## src/hdl/mbps_pkg.sv

```systemverilog
// shared types and codes for the masked byte pattern search
package mbps_pkg;

  typedef enum logic [0:0] {
    CMD_LOAD = 1'b0,
    CMD_SCAN = 1'b1
  } command_t;

  typedef enum logic [1:0] {
    REG_PATTERN_LENGTH = 2'd0,
    REG_USE_MASK       = 2'd1,
    REG_FIND_LAST      = 2'd2,
    REG_WINDOW_BASE    = 2'd3
  } reg_index_t;

  localparam int CFG_DATA_W = 32;
  localparam int OFFSET_W   = 32;

  // broadcast to every cell of the chain
  typedef struct packed {
    logic       scan;
    logic       window_end;
    logic       use_mask;
    logic [7:0] data_byte;
  } cell_ctrl_t;

endpackage

```

## src/hdl/mbps_if.sv

```systemverilog
// valid/ready channels for load and scan commands and search results
interface mbps_in_if;
  logic       valid;
  logic       ready;
  logic       command;
  logic [6:0] entry_index;
  logic [7:0] pattern_value;
  logic [7:0] mask_value;
  logic [7:0] data_byte;
  logic       last_byte;

  modport source (
    output valid, command, entry_index, pattern_value, mask_value, data_byte, last_byte,
    input  ready
  );
  modport sink (
    input  valid, command, entry_index, pattern_value, mask_value, data_byte, last_byte,
    output ready
  );
endinterface

interface mbps_out_if;
  logic        valid;
  logic        ready;
  logic        found;
  logic [31:0] match_address;

  modport source (output valid, found, match_address, input ready);
  modport sink (input valid, found, match_address, output ready);
endinterface

```

## src/hdl/masked_byte_pattern_search.sv

```systemverilog
// top level of the masked byte pattern search
//
// Usage: load pattern and mask entries with command items (command = load,
// entry_index, pattern_value, mask_value); an index beyond the chain is
// dropped. Then stream the window's bytes as scan items, lowest address
// first, with last_byte set on the final one. Configuration registers are
// written through cfg_write/cfg_index/cfg_data while no item is in flight.
// A row of MAX_PATTERN_BYTES cells holds the pattern; every cell compares
// the incoming byte and hands its alive bit to its neighbour, so all
// alignments are tracked together and one scan byte is taken per cycle.
// The result item (found, match_address = window_base + match offset, or
// zero when nothing matched) is offered on the output channel once the
// last byte has passed the cell stage registers and then the output
// register through the match selection.
// Reset clears the alive bits, the position and match state and sets the
// registers to length one, whole-byte compare, first match, base zero.
// Pattern entries hold no reset value and must be loaded before use.
// While a result waits unaccepted the input ready drops and the whole
// pipeline holds.
module masked_byte_pattern_search #(
  parameter int MAX_PATTERN_BYTES = 128,
  parameter int ADDRESS_WIDTH     = 32
) (
  input  logic                              clk,
  input  logic                              rst,
  input  logic                              cfg_write,
  input  logic [1:0]                        cfg_index,
  input  logic [mbps_pkg::CFG_DATA_W-1:0]   cfg_data,
  mbps_in_if.sink                           in_ch,
  mbps_out_if.source                        out_ch
);

  localparam int IDX_W     = (MAX_PATTERN_BYTES > 1) ? $clog2(MAX_PATTERN_BYTES) : 1;
  localparam int MASK_BITS = (ADDRESS_WIDTH < 32) ? ADDRESS_WIDTH : 32;
  localparam logic [31:0] ADDR_MASK = 32'hFFFF_FFFF >> (32 - MASK_BITS);

  // configuration
  logic [IDX_W-1:0] tail;
  logic             use_mask;
  logic             find_last;
  logic [31:0]      window_base;

  // scan tracking
  logic [mbps_pkg::OFFSET_W-1:0] byte_position;
  logic                          st_valid;
  logic                          st_last;
  logic                          st_hit;
  logic [mbps_pkg::OFFSET_W-1:0] st_start;
  logic                          seen;
  logic [mbps_pkg::OFFSET_W-1:0] offset;
  logic                          out_valid_q;
  logic                          out_found_q;
  logic [31:0]                   out_addr_q;

  logic                          advance;
  logic                          in_acc;
  logic                          scan_acc;
  logic                          load_acc;
  mbps_pkg::cell_ctrl_t          ctrl;
  logic [MAX_PATTERN_BYTES-1:0]  chain;
  logic [MAX_PATTERN_BYTES-1:0]  tail_hits;
  logic                          take;
  logic                          seen_sel;
  logic [mbps_pkg::OFFSET_W-1:0] off_sel;
  logic [31:0]                   addr_sum;

  assign advance   = ~out_valid_q | out_ch.ready;
  assign in_ch.ready = advance;
  assign in_acc    = in_ch.valid & advance;
  assign scan_acc  = in_acc & (in_ch.command == mbps_pkg::CMD_SCAN);
  assign load_acc  = in_acc & (in_ch.command == mbps_pkg::CMD_LOAD);

  // register writes; length is kept as the index of the last compared cell
  always_ff @(posedge clk) begin
    if (rst) begin
      tail        <= '0;
      use_mask    <= 1'b0;
      find_last   <= 1'b0;
      window_base <= '0;
    end else if (cfg_write) begin
      unique case (mbps_pkg::reg_index_t'(cfg_index))
        mbps_pkg::REG_PATTERN_LENGTH: begin
          if (cfg_data[7:0] == 8'd0) begin
            tail <= '0;
          end else if (32'(cfg_data[7:0]) > 32'(MAX_PATTERN_BYTES)) begin
            tail <= IDX_W'(MAX_PATTERN_BYTES - 1);
          end else begin
            tail <= IDX_W'(cfg_data[7:0] - 8'd1);
          end
        end
        mbps_pkg::REG_USE_MASK:    use_mask    <= cfg_data[0];
        mbps_pkg::REG_FIND_LAST:   find_last   <= cfg_data[0];
        mbps_pkg::REG_WINDOW_BASE: window_base <= cfg_data[31:0];
        default: ;
      endcase
    end
  end

  assign ctrl.scan       = scan_acc;
  assign ctrl.window_end = in_ch.last_byte;
  assign ctrl.use_mask   = use_mask;
  assign ctrl.data_byte  = in_ch.data_byte;

  genvar j;
  generate
    for (j = 0; j < MAX_PATTERN_BYTES; j++) begin : g_cell
      logic chain_in;
      if (j == 0) begin : g_head
        assign chain_in = 1'b0;
      end else begin : g_body
        assign chain_in = chain[j-1];
      end
      mbps_cell #(
        .FIRST (j == 0)
      ) u_cell (
        .clk           (clk),
        .rst           (rst),
        .ctrl          (ctrl),
        .write_en      (load_acc && (32'(in_ch.entry_index) == 32'(j))),
        .pattern_value (in_ch.pattern_value),
        .mask_value    (in_ch.mask_value),
        .enabled       (32'(tail) >= 32'(j)),
        .is_tail       (32'(tail) == 32'(j)),
        .chain_in      (chain_in),
        .chain_out     (chain[j]),
        .tail_hit      (tail_hits[j])
      );
    end
  endgenerate

  // cell stage: full-match flag and the start offset of that alignment
  always_ff @(posedge clk) begin
    if (rst) begin
      byte_position <= '0;
      st_valid      <= 1'b0;
    end else begin
      if (scan_acc) begin
        byte_position <= in_ch.last_byte ? '0 : byte_position + 1'b1;
      end
      if (advance) begin
        st_valid <= scan_acc;
      end
    end
  end

  always_ff @(posedge clk) begin
    if (advance) begin
      st_last  <= in_ch.last_byte;
      st_hit   <= |tail_hits;
      st_start <= byte_position - mbps_pkg::OFFSET_W'(tail);
    end
  end

  // match selection
  assign take     = st_hit & (~seen | find_last);
  assign off_sel  = take ? st_start : offset;
  assign seen_sel = seen | st_hit;
  assign addr_sum = (window_base + off_sel) & ADDR_MASK;

  always_ff @(posedge clk) begin
    if (rst) begin
      seen        <= 1'b0;
      offset      <= '0;
      out_valid_q <= 1'b0;
    end else if (advance) begin
      out_valid_q <= st_valid & st_last;
      if (st_valid) begin
        if (st_last) begin
          seen   <= 1'b0;
          offset <= '0;
        end else begin
          seen   <= seen_sel;
          offset <= off_sel;
        end
      end
    end
  end

  always_ff @(posedge clk) begin
    if (advance && st_valid && st_last) begin
      out_found_q <= seen_sel;
      out_addr_q  <= seen_sel ? addr_sum : 32'd0;
    end
  end

  assign out_ch.valid         = out_valid_q;
  assign out_ch.found         = out_found_q;
  assign out_ch.match_address = out_addr_q;

  a_result_from_last: assert property (@(posedge clk) disable iff (rst)
    $rose(out_valid_q) |-> $past(st_valid && st_last))
    else $error("result without a final window byte");

  a_no_address_unfound: assert property (@(posedge clk) disable iff (rst)
    (out_valid_q && !out_found_q) |-> (out_addr_q == 32'd0))
    else $error("address given for a window without match");

  a_position_restarts: assert property (@(posedge clk) disable iff (rst)
    (scan_acc && in_ch.last_byte) |=> (byte_position == '0))
    else $error("byte position not cleared at window end");

  a_stall_only_on_held_result: assert property (@(posedge clk) disable iff (rst)
    !advance |-> out_valid_q)
    else $error("input stalled with no result waiting");

endmodule

```

## src/hdl/mbps_cell.sv

```systemverilog
// one cell of the alignment chain: a pattern entry, its mask and an alive bit
module mbps_cell #(
  parameter bit FIRST = 1'b0
) (
  input  logic               clk,
  input  logic               rst,
  input  mbps_pkg::cell_ctrl_t ctrl,
  input  logic               write_en,
  input  logic [7:0]         pattern_value,
  input  logic [7:0]         mask_value,
  input  logic               enabled,
  input  logic               is_tail,
  input  logic               chain_in,
  output logic               chain_out,
  output logic               tail_hit
);

  logic [7:0] pattern;
  logic [7:0] mask;
  logic       alive;
  logic       prev;
  logic       byte_match;
  logic       hit;

  always_ff @(posedge clk) begin
    if (write_en) begin
      pattern <= pattern_value;
      mask    <= mask_value;
    end
  end

  always_ff @(posedge clk) begin
    if (rst) begin
      alive <= 1'b0;
    end else if (ctrl.scan) begin
      alive <= ctrl.window_end ? 1'b0 : chain_in;
    end
  end

  // the first cell starts a new alignment on every byte
  assign prev = FIRST ? 1'b1 : alive;

  always_comb begin
    if (ctrl.use_mask) begin
      byte_match = ((ctrl.data_byte ^ pattern) & mask) == 8'h00;
    end else begin
      byte_match = ctrl.data_byte == pattern;
    end
  end

  assign hit       = enabled & prev & byte_match;
  assign chain_out = hit & ~is_tail;
  assign tail_hit  = hit & is_tail;

endmodule
```

## src/flat_wrapper.sv

```systemverilog
// flat-port wrapper written by rule: the top's interface ports become plain ports
module masked_byte_pattern_search_flat 
#(
  parameter int MAX_PATTERN_BYTES = 128,
  parameter int ADDRESS_WIDTH     = 32
)
  (clk, rst, cfg_write, cfg_index, cfg_data, in_ch_valid, in_ch_command, in_ch_entry_index, in_ch_pattern_value, in_ch_mask_value, in_ch_data_byte, in_ch_last_byte, in_ch_ready, out_ch_valid, out_ch_found, out_ch_match_address, out_ch_ready);
  mbps_in_if in_ch_i ();
  mbps_out_if out_ch_i ();
  input  logic clk;
  input  logic rst;
  input  logic cfg_write;
  input  logic [1:0] cfg_index;
  input  logic [mbps_pkg::CFG_DATA_W-1:0] cfg_data;
  input wire logic [$bits(in_ch_i.valid)-1:0] in_ch_valid;
  input wire logic [$bits(in_ch_i.command)-1:0] in_ch_command;
  input wire logic [$bits(in_ch_i.entry_index)-1:0] in_ch_entry_index;
  input wire logic [$bits(in_ch_i.pattern_value)-1:0] in_ch_pattern_value;
  input wire logic [$bits(in_ch_i.mask_value)-1:0] in_ch_mask_value;
  input wire logic [$bits(in_ch_i.data_byte)-1:0] in_ch_data_byte;
  input wire logic [$bits(in_ch_i.last_byte)-1:0] in_ch_last_byte;
  output wire logic [$bits(in_ch_i.ready)-1:0] in_ch_ready;
  output wire logic [$bits(out_ch_i.valid)-1:0] out_ch_valid;
  output wire logic [$bits(out_ch_i.found)-1:0] out_ch_found;
  output wire logic [$bits(out_ch_i.match_address)-1:0] out_ch_match_address;
  input wire logic [$bits(out_ch_i.ready)-1:0] out_ch_ready;
  assign in_ch_i.valid = in_ch_valid;
  assign in_ch_i.command = in_ch_command;
  assign in_ch_i.entry_index = in_ch_entry_index;
  assign in_ch_i.pattern_value = in_ch_pattern_value;
  assign in_ch_i.mask_value = in_ch_mask_value;
  assign in_ch_i.data_byte = in_ch_data_byte;
  assign in_ch_i.last_byte = in_ch_last_byte;
  assign in_ch_ready = in_ch_i.ready;
  assign out_ch_valid = out_ch_i.valid;
  assign out_ch_found = out_ch_i.found;
  assign out_ch_match_address = out_ch_i.match_address;
  assign out_ch_i.ready = out_ch_ready;
  masked_byte_pattern_search #(.MAX_PATTERN_BYTES(MAX_PATTERN_BYTES), .ADDRESS_WIDTH(ADDRESS_WIDTH)) u_core (.clk(clk), .rst(rst), .cfg_write(cfg_write), .cfg_index(cfg_index), .cfg_data(cfg_data), .in_ch(in_ch_i), .out_ch(out_ch_i));
endmodule
```

## config.mk

```make
export PLATFORM = sky130hd
export DESIGN_NAME = masked_byte_pattern_search_flat
export DESIGN_NICKNAME = d
export VERILOG_FILES = /design/src/hdl/mbps_pkg.sv /design/src/hdl/mbps_if.sv /design/src/hdl/masked_byte_pattern_search.sv /design/src/hdl/mbps_cell.sv /design/src/flat_wrapper.sv
export SDC_FILE = /design/constraint.sdc
export NUM_CORES = 2
export LEC_CHECK = 0
export BUFFER_PORTS_ARGS = -buffer_cell sky130_fd_sc_hd__buf_2
export CAP_MARGIN = 5
export CORE_UTILIZATION = 55
export CTS_CLUSTER_SIZE = 10
export DETAILED_ROUTE_END_ITERATION = 10
export GPL_TIMING_DRIVEN = 0
export PLACE_DENSITY = 0.72
export SYNTH_ARGS = -nofsm -noshare
export SYNTH_HDL_FRONTEND = slang
export SYNTH_SLANG_ARGS = --single-unit
export TNS_END_PERCENT = 5
```

## constraint.sdc

```tcl
create_clock -name clk -period 12.6 [get_ports clk]
set_input_delay 3.78 -clock clk [delete_from_list [all_inputs] [get_ports clk]]
set_output_delay 3.78 -clock clk [all_outputs]
set_load 0.01 [all_outputs]
```

==> impl_metrics.env <==
export IMPL_yosysWarnings=0
export IMPL_ir_drop_mv=0.237
export IMPL_viasPerCell=6.85
export IMPL_drc=0
export IMPL_cp_depth=5
export IMPL_seq_area_mm2=0.0682
export IMPL_grt_pass1_wl_um=513000
export IMPL_synth_top_area_frac=0.654
export IMPL_cts_htree_levels=5
export IMPL_area_growth_pct=13.5
export IMPL_grt_max_degree=88
export IMPL_ys_seq_area_frac=0.703
export IMPL_arrival_ns=5.53
export IMPL_io_pins=107
export IMPL_ys_seq_elements=2350
export IMPL_ctsRootBufferMaster="clkbuf_16"
export IMPL_netlist_instances=6738
export IMPL_antenna_found_initial=27
export IMPL_ys_types=82
export IMPL_syn_avg_cell_area_um2=14.4
export IMPL_startpoint_type="input port"
export IMPL_powerDensity_mw_per_mm2=155
export IMPL_final_hold_violation_count=0
export IMPL_path_class="in -> out"
export IMPL_cpMaxStageDelayCell="clkinv_2"
export IMPL_fin_tns_setup_ns=0
export IMPL_routedWlPerCell_um=40.1
export IMPL_grt_overflow=0
export IMPL_yosysTopAreaCell="edfxtp_1"
export IMPL_start_util=0.556
export IMPL_r2r_cells=9
export IMPL_drive_gt1_frac=0.100
export IMPL_synth_edff_count=2115
export IMPL_num_fill_cells=12671
export IMPL_first_pass_iters=8
export IMPL_synthesis_nets=6853
export IMPL_drt_antenna_violating_nets=0
export IMPL_path_cells="buf_2 > nor2b_1 > clkbuf_1 > clkinv_2 > buf_2"
export IMPL_leakage_uw=0.0366
export IMPL_cts_resized=0
export IMPL_cp_max_fo=40
export IMPL_clock_path_buffers=4
export IMPL_core_mm2=0.175
export IMPL_critPathBufInv=4
export IMPL_vias=66137
export IMPL_syn_area_mm2=0.0971
export IMPL_hold_ws_ns=0.452
export IMPL_finalSetupViolCount=0
export IMPL_relSlewSlack=-0.0569
export IMPL_place_gp_congestion=1.09
export IMPL_min_path_type="reg -> reg"
export IMPL_violations="capacitance limit, slew limit"
export IMPL_ys_async_sr_fraction=0
export IMPL_cp_end_kind="primary output"
export IMPL_rrSetupSlack_ns=6.01
export IMPL_rsz0062_at_grt="false"
export IMPL_max_freq_mhz=107
export IMPL_fin_crit_ns=9.31
export IMPL_clk_latency_ns=0.98
export IMPL_track_usage=0.427
export IMPL_grt_pass1_vias=61387
export IMPL_holdPathStages=2
export IMPL_die_w_um=422
export IMPL_clkSinkCount=2350
export IMPL_fin_skew_ns=0.0786
export IMPL_drv_slew=44
export IMPL_synthTopCellsByArea="edfxtp_1 65%, xor2_1 9.6%, dfxtp_1 4.8%"
export IMPL_die_area_mm2=0.178
export IMPL_dp_hpwl_um=253000
export IMPL_placement_io_buffers=100
export IMPL_worstMarginPinSlew_ns=1.58
export IMPL_ys_flop_type="edfxtp_1"
export IMPL_rows=153
export IMPL_cts_hold_buf=0
export IMPL_post_route_period_util=0.739
export IMPL_multi_input_area_mm2=0.0272
export IMPL_cpPeakStageDelay_ns=0.74
export IMPL_cts_buffers=290
export IMPL_layout_nets=7347
export IMPL_critPathRequiredTime_ns=8.82
export IMPL_path_clk_slew_ns=0.06
export IMPL_cts_setup_buffers=0
export IMPL_cts_tree="done"
export IMPL_cap_violations=7
export IMPL_die_y_um=422
export IMPL_cp_top_family="buffers and inverters"
export IMPL_drtIter0Drc=11081
export IMPL_run_status="complete, but fails checks"
export IMPL_crit_path_frequent_cell="buf_2"
export IMPL_wl_um=387000
through the flow:
step | worst slack [ns] | total power [uW] | area [um2] | cells | util
2_1_floorplan | 3.93 | 9260 | 97100 | 6738 | -
3_3_place_gp | 2.69 | 9870 | 100000 | 9163 | 0.576
6_report | 3.29 | 17100 | 110000 | 9657 | 0.631
5_1_grt | 3.20 | 17400 | 110000 | 9640 | 0.631
3_5_place_dp | 3.33 | 9880 | 102000 | 9218 | 0.583
4_1_cts | 3.32 | 17100 | 110000 | 9591 | 0.628
cell usage in the layout, fill, tap and decap left out, types with 22 or more instances in the layout:
master	instances
edfxtp_1	2115
xor2_1	1065
a22oi_1	476
nor2_1	440
nand2_1	397
clkbuf_16	296
nor4_1	245
a21oi_1	236
dfxtp_1	235
clkbuf_1	200
nand3_1	198
nand4_1	148
o21ai_0	117
buf_2	115
buf_4	104
nor3_1	89
buf_6	49
and3_1	42
ha_1	41
xnor2_1	37
o2111ai_1	37
a32oi_1	36
o22ai_1	34
inv_1	31
mux2_2	31
buf_8	27
a211oi_1	23
or4_1	22
mux2i_1	22
path summary, 6_finish.rpt:
check                                                    start                                            to
setup / recovery                                  out_ch_ready                                   in_ch_ready
hold / removal    u_core.g_cell[102].u_cell.alive$_SDFFE_PP0P_  u_core.g_cell[102].u_cell.alive$_SDFFE_PP0P_
setup reg to reg                  u_core.use_mask$_SDFFE_PP0P_   u_core.g_cell[83].u_cell.alive$_SDFFE_PP0P_
hold reg to reg   u_core.g_cell[102].u_cell.alive$_SDFFE_PP0P_  u_core.g_cell[102].u_cell.alive$_SDFFE_PP0P_
Yosys cell counts, types with 125 or more instances:
library cell	count
o21ai_0	125
edfxtp_1	2115
nor4_1	249
nand3_1	199
a22oi_1	476
dfxtp_1	235
nor2_1	451
nand4_1	148
nand2_1	403
xor2_1	1065
clkbuf_1	153
a21oi_1	237
report_power, final:
group	leakage, uW	internal [uW]	switching (uW)
Clock	0.00385	4310	3020
Combinational	0.0118	289	920
Sequential	0.0210	8550	19.1
Total	0.0366	13100	3960
registers in the layout (all words and copies together) (netlist names), 7 cells and up:
signal,count
u_core.window_base,32
u_core.g_cell.u_cell.pattern,1024
u_core.out_ch.match_address,32
u_core.offset,32
u_core.g_cell.u_cell.mask,1024
u_core.byte_position,32
u_core.tail,7
u_core.st_start,32
u_core.g_cell.u_cell.alive,127
logic make-up (layout without fill, tap and decap cells):
group                    Yosys count  count (layout)  share of synthesized area
adder cells (fa/ha/maj)           43              43                    0.00570
multiplexers                      53              53                    0.00586
XOR/XNOR                        1104            1104                     0.0998
flip-flops                      2350            2350                      0.703
AND/OR/NAND/NOR                 1725            1725                     0.0870
other                              0              19                          0
AO/OA/AOI/OAI                   1130            1130                     0.0804
buffers and inverters            333             908                     0.0186
tightest hold or removal path, stage by stage, from the launching register on:
cell	delay [ns]
dfxtp_1	0.31
nand2_1	0.05
a21oi_1	0.05
cell type report:
class / instances / share of cell area
Antenna cell: 19 / 0.000432
Inverter: 36 / 0.00124
Timing Repair Buffer: 202 / 0.0192
Clock inverter: 18 / 0.00242
Tap cell: 2325 / 0.0264
Sequential cell: 2350 / 0.619
Clock buffer: 355 / 0.0693
Buffer: 297 / 0.0153
Multi-Input combinational cell: 4055 / 0.247
per-layer routing:
layer  global-route usage  wire (um)
met5                    0        145
met1                0.566     142000
met3                0.121      49600
met2                0.622     168000
met4                0.267      28100
No activity file was read; power rests on OpenSTA's default activity.
